`config.mk`:
```
export PLATFORM = sky130hd
export DESIGN_NAME = marker_rle_2bpp_pixel_decoder
export DESIGN_NICKNAME = d
export VERILOG_FILES = /design/src/design/mrle_pkg.sv /design/src/design/marker_rle_2bpp_pixel_decoder.sv /design/src/design/mrle_parse.sv /design/src/design/mrle_locate.sv
export SDC_FILE = /design/constraint.sdc
export NUM_CORES = 1
export LEC_CHECK = 0
export BUFFER_PORTS_ARGS = -buffer_cell sky130_fd_sc_hd__buf_2
export CAP_MARGIN = 30
export CORE_UTILIZATION = 50
export DETAILED_ROUTE_END_ITERATION = 10
export PLACE_DENSITY = 0.7
export SYNTH_ARGS = -nofsm -noshare
export SYNTH_HDL_FRONTEND = slang
export SYNTH_HIERARCHICAL = 1
export SYNTH_SLANG_ARGS = --single-unit
```
`constraint.sdc`:
```
create_clock -name clk_i -period 7.6 [get_ports clk_i]
set_input_delay 0.76 -clock clk_i [delete_from_list [all_inputs] [get_ports clk_i]]
set_output_delay 0.76 -clock clk_i [all_outputs]
set_load 0.01 [all_outputs]
```
`src/design/mrle_pkg.sv`:
```
package mrle_pkg;

  localparam logic [1:0] CMD_IMAGE = 2'd0;
  localparam logic [1:0] CMD_BLOCK = 2'd1;
  localparam logic [1:0] CMD_DATA  = 2'd2;

  localparam logic [1:0] ST_OK      = 2'd0;
  localparam logic [1:0] ST_OVERRUN = 2'd1;
  localparam logic [1:0] ST_OUTSIDE = 2'd2;
  localparam logic [1:0] ST_PAST    = 2'd3;

  typedef struct packed {
    logic [7:0]  value;
    logic [15:0] count;
    logic        done;
    logic [1:0]  status;
  } run_t;

endpackage

```
`src/design/marker_rle_2bpp_pixel_decoder.sv`:
```
// Marker run-length decoder for 2-bit-per-pixel images.
// Input channel (in_valid_i / in_stall_o): one word per cycle unless
// stalled; command 0 starts an image, 1 starts a block (marker and
// unpacked length), 2 is a compressed data byte. Only completed runs
// and stray bytes give results. Output channel (out_valid_o /
// out_stall_i): one word per run with four color indices, repeat count,
// start column and bottom-up start row, block_done and status.
// A result passes the stage registers s1, s2 and out after the byte
// that ends the run is accepted; the position is split into column and
// row by a reciprocal multiply, a back multiply and one correction step.
// Throughput: one input word and one result per cycle unless stalled.
// Reset clears the parse state and position and empties the pipeline.
// When the receiver stalls, results queue in the three pipeline stages;
// in_stall_o rises only once all three hold a word, and follows
// out_stall_i in the same cycle.
module marker_rle_2bpp_pixel_decoder #(
  parameter int LINE_WIDTH = 320,
  parameter int LINE_COUNT = 200,
  parameter int COL_W      = $clog2(LINE_WIDTH),
  parameter int ROW_W      = $clog2(LINE_COUNT)
) (
  input  logic              clk_i,
  input  logic              rst_ni,
  input  logic              in_valid_i,
  output logic              in_stall_o,
  input  logic [1:0]        command_i,
  input  logic [7:0]        block_marker_i,
  input  logic [15:0]       block_length_i,
  input  logic [7:0]        data_byte_i,
  output logic              out_valid_o,
  input  logic              out_stall_i,
  output logic [1:0]        color_first_o,
  output logic [1:0]        color_second_o,
  output logic [1:0]        color_third_o,
  output logic [1:0]        color_fourth_o,
  output logic [15:0]       repeat_count_o,
  output logic [COL_W-1:0]  start_column_o,
  output logic [ROW_W-1:0]  start_row_o,
  output logic              block_done_o,
  output logic [1:0]        status_o
);
  import mrle_pkg::*;

  localparam int POS_W = $clog2(LINE_WIDTH * LINE_COUNT + 1);

  logic              ready;
  logic              accept;
  logic              emit;
  run_t              run;
  run_t              res;
  logic [POS_W-1:0]  pos;

  assign accept     = in_valid_i && ready;
  assign in_stall_o = !ready;

  mrle_parse #(
    .LINE_WIDTH (LINE_WIDTH),
    .LINE_COUNT (LINE_COUNT),
    .POS_W      (POS_W)
  ) u_parse (
    .clk_i          (clk_i),
    .rst_ni         (rst_ni),
    .accept_i       (accept),
    .command_i      (command_i),
    .block_marker_i (block_marker_i),
    .block_length_i (block_length_i),
    .data_byte_i    (data_byte_i),
    .emit_o         (emit),
    .run_o          (run),
    .pos_o          (pos)
  );

  mrle_locate #(
    .LINE_WIDTH (LINE_WIDTH),
    .LINE_COUNT (LINE_COUNT),
    .POS_W      (POS_W),
    .COL_W      (COL_W),
    .ROW_W      (ROW_W)
  ) u_locate (
    .clk_i   (clk_i),
    .rst_ni  (rst_ni),
    .valid_i (accept && emit),
    .ready_o (ready),
    .run_i   (run),
    .pos_i   (pos),
    .valid_o (out_valid_o),
    .stall_i (out_stall_i),
    .run_o   (res),
    .col_o   (start_column_o),
    .row_o   (start_row_o)
  );

  assign color_first_o  = res.value[7:6];
  assign color_second_o = res.value[5:4];
  assign color_third_o  = res.value[3:2];
  assign color_fourth_o = res.value[1:0];
  assign repeat_count_o = res.count;
  assign block_done_o   = res.done;
  assign status_o       = res.status;

endmodule

```
`src/design/mrle_parse.sv`:
```
module mrle_parse #(
  parameter int LINE_WIDTH = 320,
  parameter int LINE_COUNT = 200,
  parameter int POS_W      = 16
) (
  input  logic              clk_i,
  input  logic              rst_ni,
  input  logic              accept_i,
  input  logic [1:0]        command_i,
  input  logic [7:0]        block_marker_i,
  input  logic [15:0]       block_length_i,
  input  logic [7:0]        data_byte_i,
  output logic              emit_o,
  output mrle_pkg::run_t    run_o,
  output logic [POS_W-1:0]  pos_o
);
  import mrle_pkg::*;

  localparam int IMAGE_END = LINE_WIDTH * LINE_COUNT;
  localparam int SUM_W     = ((POS_W > 18) ? POS_W : 18) + 1;

  typedef enum logic [2:0] {
    PH_IDLE,
    PH_COUNT,
    PH_WORD_LO,
    PH_WORD_HI,
    PH_VALUE
  } phase_e;

  phase_e             phase_q, phase_d;
  logic [7:0]         marker_q, marker_d;
  logic [15:0]        left_q, left_d;
  logic               in_block_q, in_block_d;
  logic [15:0]        pend_q, pend_d;
  logic [POS_W-1:0]   pos_q, pos_d;

  logic               past;
  logic               over;
  logic               finish;
  logic [15:0]        fin_count;
  logic [15:0]        fin_left;
  logic [17:0]        pixels;
  logic [SUM_W-1:0]   pos_sum;
  logic [POS_W-1:0]   pos_fin;

  always_comb begin
    phase_d    = phase_q;
    marker_d   = marker_q;
    left_d     = left_q;
    in_block_d = in_block_q;
    pend_d     = pend_q;
    pos_d      = pos_q;
    emit_o     = 1'b0;
    finish     = 1'b0;

    past      = (pos_q >= POS_W'(IMAGE_END));
    fin_count = (phase_q == PH_IDLE) ? 16'd1 : pend_q;
    over      = (fin_count > left_q);
    fin_left  = over ? 16'd0 : (left_q - fin_count);
    pixels    = {fin_count, 2'b00};
    pos_sum   = SUM_W'(pos_q) + SUM_W'(pixels);
    pos_fin   = (past || (pos_sum >= SUM_W'(IMAGE_END))) ? POS_W'(IMAGE_END)
                                                         : POS_W'(pos_sum);

    run_o.value  = data_byte_i;
    run_o.count  = fin_count;
    run_o.done   = (fin_left == 16'd0);
    run_o.status = past ? ST_PAST : (over ? ST_OVERRUN : ST_OK);

    if (accept_i) begin
      unique case (command_i)
        CMD_IMAGE: begin
          phase_d    = PH_IDLE;
          marker_d   = 8'd0;
          left_d     = 16'd0;
          in_block_d = 1'b0;
          pend_d     = 16'd0;
          pos_d      = '0;
        end
        CMD_BLOCK: begin
          marker_d   = block_marker_i;
          left_d     = block_length_i;
          in_block_d = (block_length_i != 16'd0);
          phase_d    = PH_IDLE;
          pend_d     = 16'd0;
        end
        CMD_DATA: begin
          if (!in_block_q) begin
            emit_o       = 1'b1;
            run_o.count  = 16'd0;
            run_o.done   = 1'b0;
            run_o.status = past ? ST_PAST : ST_OUTSIDE;
          end else begin
            unique case (phase_q)
              PH_IDLE: begin
                if (data_byte_i == marker_q) begin
                  phase_d = PH_COUNT;
                end else begin
                  finish = 1'b1;
                end
              end
              PH_COUNT: begin
                if (data_byte_i != 8'd0) begin
                  pend_d  = {8'd0, data_byte_i};
                  phase_d = PH_VALUE;
                end else begin
                  phase_d = PH_WORD_LO;
                end
              end
              PH_WORD_LO: begin
                pend_d  = {8'd0, data_byte_i};
                phase_d = PH_WORD_HI;
              end
              PH_WORD_HI: begin
                pend_d  = {data_byte_i, pend_q[7:0]};
                phase_d = PH_VALUE;
              end
              PH_VALUE: begin
                finish = 1'b1;
              end
              default: begin
                phase_d = PH_IDLE;
              end
            endcase
          end
        end
        default: ;
      endcase
    end

    if (finish) begin
      emit_o  = 1'b1;
      left_d  = fin_left;
      pos_d   = pos_fin;
      phase_d = PH_IDLE;
      pend_d  = 16'd0;
      if (fin_left == 16'd0) begin
        in_block_d = 1'b0;
      end
    end
  end

  always_ff @(posedge clk_i or negedge rst_ni) begin
    if (!rst_ni) begin
      phase_q    <= PH_IDLE;
      marker_q   <= 8'd0;
      left_q     <= 16'd0;
      in_block_q <= 1'b0;
      pend_q     <= 16'd0;
      pos_q      <= '0;
    end else begin
      phase_q    <= phase_d;
      marker_q   <= marker_d;
      left_q     <= left_d;
      in_block_q <= in_block_d;
      pend_q     <= pend_d;
      pos_q      <= pos_d;
    end
  end

  // start position of the run
  assign pos_o = pos_q;

endmodule

```
`src/design/mrle_locate.sv`:
```
module mrle_locate #(
  parameter int LINE_WIDTH = 320,
  parameter int LINE_COUNT = 200,
  parameter int POS_W      = 16,
  parameter int COL_W      = 9,
  parameter int ROW_W      = 8
) (
  input  logic              clk_i,
  input  logic              rst_ni,
  input  logic              valid_i,
  output logic              ready_o,
  input  mrle_pkg::run_t    run_i,
  input  logic [POS_W-1:0]  pos_i,
  output logic              valid_o,
  input  logic              stall_i,
  output mrle_pkg::run_t    run_o,
  output logic [COL_W-1:0]  col_o,
  output logic [ROW_W-1:0]  row_o
);
  import mrle_pkg::*;

  // q0 = floor(pos * floor(2^POS_W / W) / 2^POS_W) is q or q - 1
  localparam int RECIP = (2 ** POS_W) / LINE_WIDTH;
  localparam int RCP_W = $clog2(RECIP + 1);
  localparam int MUL_W = POS_W + RCP_W;
  localparam int Q_W   = $clog2(LINE_COUNT + 1);
  localparam int QW_W  = Q_W + $clog2(LINE_WIDTH + 1);

  logic               adv_out, adv2, adv1;

  logic               s1_v_q;
  run_t               s1_run_q;
  logic [POS_W-1:0]   s1_pos_q;
  logic [MUL_W-1:0]   s1_prod_q, s1_prod_d;

  logic               s2_v_q;
  run_t               s2_run_q;
  logic [POS_W-1:0]   s2_pos_q;
  logic [Q_W-1:0]     s2_q0_q, s2_q0_d;
  logic [POS_W-1:0]   s2_qw_q, s2_qw_d;
  logic [QW_W-1:0]    qw_full;

  logic               out_v_q;
  run_t               out_run_q;
  logic [COL_W-1:0]   out_col_q, out_col_d;
  logic [ROW_W-1:0]   out_row_q, out_row_d;
  logic [POS_W-1:0]   rem;
  logic               fix;
  logic [Q_W-1:0]     quo;

  assign adv_out = !out_v_q || !stall_i;
  assign adv2    = !s2_v_q || adv_out;
  assign adv1    = !s1_v_q || adv2;
  assign ready_o = adv1;

  always_comb begin
    s1_prod_d = {{RCP_W{1'b0}}, pos_i} * MUL_W'(RECIP);
    s2_q0_d   = Q_W'(s1_prod_q[MUL_W-1:POS_W]);
    qw_full   = QW_W'(s2_q0_d) * QW_W'(LINE_WIDTH);
    s2_qw_d   = POS_W'(qw_full);
    rem       = s2_pos_q - s2_qw_q;
    fix       = (rem >= POS_W'(LINE_WIDTH));
    quo       = s2_q0_q + Q_W'(fix);
    if (s2_run_q.status == ST_PAST) begin
      out_col_d = '0;
      out_row_d = '0;
    end else begin
      out_col_d = fix ? COL_W'(rem - POS_W'(LINE_WIDTH)) : COL_W'(rem);
      out_row_d = ROW_W'(LINE_COUNT - 1) - quo[ROW_W-1:0];
    end
  end

  always_ff @(posedge clk_i or negedge rst_ni) begin
    if (!rst_ni) begin
      s1_v_q  <= 1'b0;
      s2_v_q  <= 1'b0;
      out_v_q <= 1'b0;
    end else begin
      if (adv1) begin
        s1_v_q <= valid_i;
      end
      if (adv2) begin
        s2_v_q <= s1_v_q;
      end
      if (adv_out) begin
        out_v_q <= s2_v_q;
      end
    end
  end

  always_ff @(posedge clk_i) begin
    if (adv1) begin
      s1_run_q  <= run_i;
      s1_pos_q  <= pos_i;
      s1_prod_q <= s1_prod_d;
    end
    if (adv2) begin
      s2_run_q <= s1_run_q;
      s2_pos_q <= s1_pos_q;
      s2_q0_q  <= s2_q0_d;
      s2_qw_q  <= s2_qw_d;
    end
    if (adv_out) begin
      out_run_q <= s2_run_q;
      out_col_q <= out_col_d;
      out_row_q <= out_row_d;
    end
  end

  assign valid_o = out_v_q;
  assign run_o   = out_run_q;
  assign col_o   = out_col_q;
  assign row_o   = out_row_q;

  a_ready_full : assert property (@(posedge clk_i) disable iff (!rst_ni)
    !adv1 |-> (s1_v_q && s2_v_q && out_v_q))
    else $error("input held off with a free stage");

  a_s1_hold : assert property (@(posedge clk_i) disable iff (!rst_ni)
    (s1_v_q && !adv2) |=> s1_v_q)
    else $error("stage one word lost");

  a_one_fix : assert property (@(posedge clk_i) disable iff (!rst_ni)
    s2_v_q |-> ({1'b0, s2_pos_q - s2_qw_q} < (POS_W + 1)'(2 * LINE_WIDTH)))
    else $error("quotient estimate off by more than one");

  a_col_range : assert property (@(posedge clk_i) disable iff (!rst_ni)
    (out_v_q && (out_run_q.status != ST_PAST)) |->
      (int'(out_col_q) < LINE_WIDTH))
    else $error("column out of range");

endmodule
```
==> flow_metrics.tcl <==
set metrics [dict create \
    outcome "complete, no violations" \
    slew_viol_final 0 \
    ys_seq_elements 215 \
    critPathArrivalTime_ns 5.06 \
    rr_endpoint "u_parse/pos_o[6]" \
    netlist_top_cells_area "edfxtp_1 36%, dfrtp_1 12%, ha_1 9.4%" \
    drt_first_pass_iters 5 \
    dieArea_sq_mm 0.02627 \
    avgSynthCellArea_sq_um 10.88 \
    cp.required_ns 7.98 \
    finalSetupTns_ns 0 \
    max_freq_mhz 213.6 \
    grtUsageTotal_pct 21.95 \
    clk_latency_ns 0.51 \
    path_clk_slew_ns 0.06 \
    post_cts_buffers 0 \
    reg2reg_depth 14 \
    dpl.hpwl_microns 20610 \
    hp-class "reg -> reg" \
    crit_type "reg -> reg" \
    grt_pass1_vias 8695 \
    yosys_warnings 6 \
    worstSetupEndpoint "u_parse/pos_o[6]" \
    grt_max_degree 62 \
    drive_gt1_share_pct 12.87 \
    setup_viol 0 \
    power_per_cell_area_mw_per_mm2 214.8 \
    cts_sinks 215 \
    cts.path.max_buffers 3 \
    ant_nets 0 \
    r2r_setup_slack_ns 2.92 \
    drv_cap 0 \
    yosysMostFrequentCell "edfxtp_1" \
    period_minus_slack_ns 4.683 \
    netlist.area_leader.share_pct 36.09 \
    met2_usage_pct 35.06 \
    p_leak_uw 0.006468 \
    place_inst 1546 \
    synth-edff-count 154 \
    rsz0062_at_grt "no" \
    critPathCaptureType "register" \
    wl_per_cell_microns 17.67 \
    start_util_pct 50.88 \
    hold_viol 0 \
    netlist_top_cells_count "154 x edfxtp_1, 106 x inv_1, 106 x nand2_1, 96 x ha_1, 70 x o21ai_0" \
    ys_async_sr_fraction_pct 28.37 \
    area_delta_synth_final_pct 10.49 \
    vias 9198 \
    cts_resized 0 \
    yosysSeqAreaShare_pct 48.01 \
    r2r-start "u_parse/phase_q[2]" \
    drc_errors 0 \
    drt_iter0_drc 922 \
    cts_hold_buf 0 \
    grt.overflow.total 0 \
    synth_top_area_cell "edfxtp_1" \
    core_sq_mm 0.02518 \
    n_antenna_cell 0 \
    grtUsageMet1_pct 31.89 \
    worst_path_largest_cell_delay_ns 0.55 \
    final_nets 1403 \
    cp_slowest_cell "or4b_4" \
    grt_pass1_wl_microns 45520 \
    die_height_microns 162.1 \
    netlist_area_sq_mm 0.01281 \
    crit_top_cell "ha_1" \
    fin_crit_sh_pct 61.61 \
    port_buffers 83 \
    drt-total-wl_microns 28080 \
    htreeDepth 1 \
    startpoint "u_parse/phase_q[2]" \
    die_w_microns 162.1 \
    io_pins 84 \
    cts_tree "yes" \
    slew_headroom_pct 35.20 \
    path_cells "or3_1 -> buf_4 -> nand2b_1 -> ha_1 -> ha_1 -> o2111ai_1 -> o2111a_1 -> or4b_4 -> o311a_1 -> o221a_4 -> xnor2_2 -> nor4_4 -> nor2_2 -> a221o_1" \
    cts_buffers 23 \
    antenna_found_initial 0 \
    tightest_slew_ns 0.9655 \
    crit_path_start_kind "register" \
    place.gp.congestion 0.9315 \
    fin_skew_ns 0.02144 \
    synthCells 1178 \
    grt_use_met3_pct 3.090 \
    final_cells 1589 \
    post-route-util_pct 56.22 \
    cts-root-buf "clkbuf_16" \
    peakVddDrop_uv 163.5 \
    critPathMaxFanout 44 \
    rows 58 \
    ys.flop_type "edfxtp_1" \
    busiest_layer "met2" \
    power_uw 3041 \
    viasPerCell 5.789 \
    synth_cell_types 99 \
]
[area by class of cell]
type / count / area, sq um
Fill cell: 2097 / 11030
Sequential cell: 215 / 6151
Multi-Input combinational cell: 801 / 5989
Clock buffer: 31 / 615.6
Timing Repair Buffer: 95 / 521.8
Tap cell: 330 / 412.9
Inverter: 106 / 397.9
Clock inverter: 11 / 67.56
[power by group]
group,internal (uW),switching [uW]
sequential,1370,62.3
clock,572,446
combinational,239,351
[kinds of logic after synthesis]
kind of cell / synth area share, %
adders and majority gates: 13.75
other: 0.02927
and+or+nand+nor: 12.84
DFF: 48.01
AOI/OAI and AO/OA: 15.59
muxes: 0.3223
xor gates and xnor gates: 4.131
buffers and inverters: 5.332
[state kept, by name, summed over array words and instances, names as in the netlist, 8 cells and up]
signal / flops
u_locate/s1_prod_q: 8
u_locate/col_o: 9
u_parse/pos_o: 14
u_locate/row_o: 8
u_locate/s1_run_q: 27
u_locate/s1_pos_q: 16
u_locate/s2_pos_q: 16
u_parse/marker_q: 8
u_locate/s2_run_q: 27
u_locate/run_o: 27
u_parse/left_q: 16
u_parse/pend_q: 16
u_locate/s2_qw_q: 8
u_locate/s2_q0_q: 8
[worst min-delay path by stage]
stage	from	to	slack (ns)	depth (start not counted)
floorplan	u_locate/s2_run_q[10]	u_locate/run_o[10]	0.40	0
global placement	u_locate/s1_pos_q[12]	u_locate/s2_pos_q[12]	0.40	0
detailed placement	u_locate/s2_run_q[11]	u_locate/run_o[11]	0.40	0
CTS	u_locate/s1_run_q[1]	u_locate/s2_run_q[1]	0.41	0
global route	u_locate/s2_run_q[4]	u_locate/run_o[4]	0.42	0
finish	u_locate/s2_run_q[26]	u_locate/run_o[26]	0.41	0
[routing by layer]
layer | share of wire, % | up-vias
met3 | 6.7 | 32
met4 | 1.5 | 0
li1 | - | 4382
met5 | 0 | -
met1 | 45 | 4451
met2 | 46 | 333
[metrics by stage]
step / hold slack [ns] / instance area, sq um / worst slack (ns)
floorplan: 0.4003 / 12820 / 3.048
global placement: 0.4007 / 13440 / 3.179
detailed placement: 0.4045 / 13450 / 3.007
CTS: 0.4129 / 14140 / 2.976
global route: 0.4219 / 14160 / 2.567
finish: 0.4145 / 14160 / 2.917
[worst max-delay path, delay by kind of cell (launching register included)]
family	cells	cell delay [ns]
fa+ha+maj	2	0.54
simple gates	5	1.90
buf+inv	1	0.28
compound gates	5	1.12
flops	1	0.54
xor+xnor	1	0.15
[placed cells by master, fill, tap and decap left out, drive strengths merged, types with 31 or more instances in the layout]
cell type and count:
inv 108, nand2 106, edfxtp 154, a21oi 48
nor2 65, dfrtp 61, o21ai 77, ha 96
xnor2 33, clkbuf 31, buf 95
No activity file was read; power rests on OpenSTA's default activity.
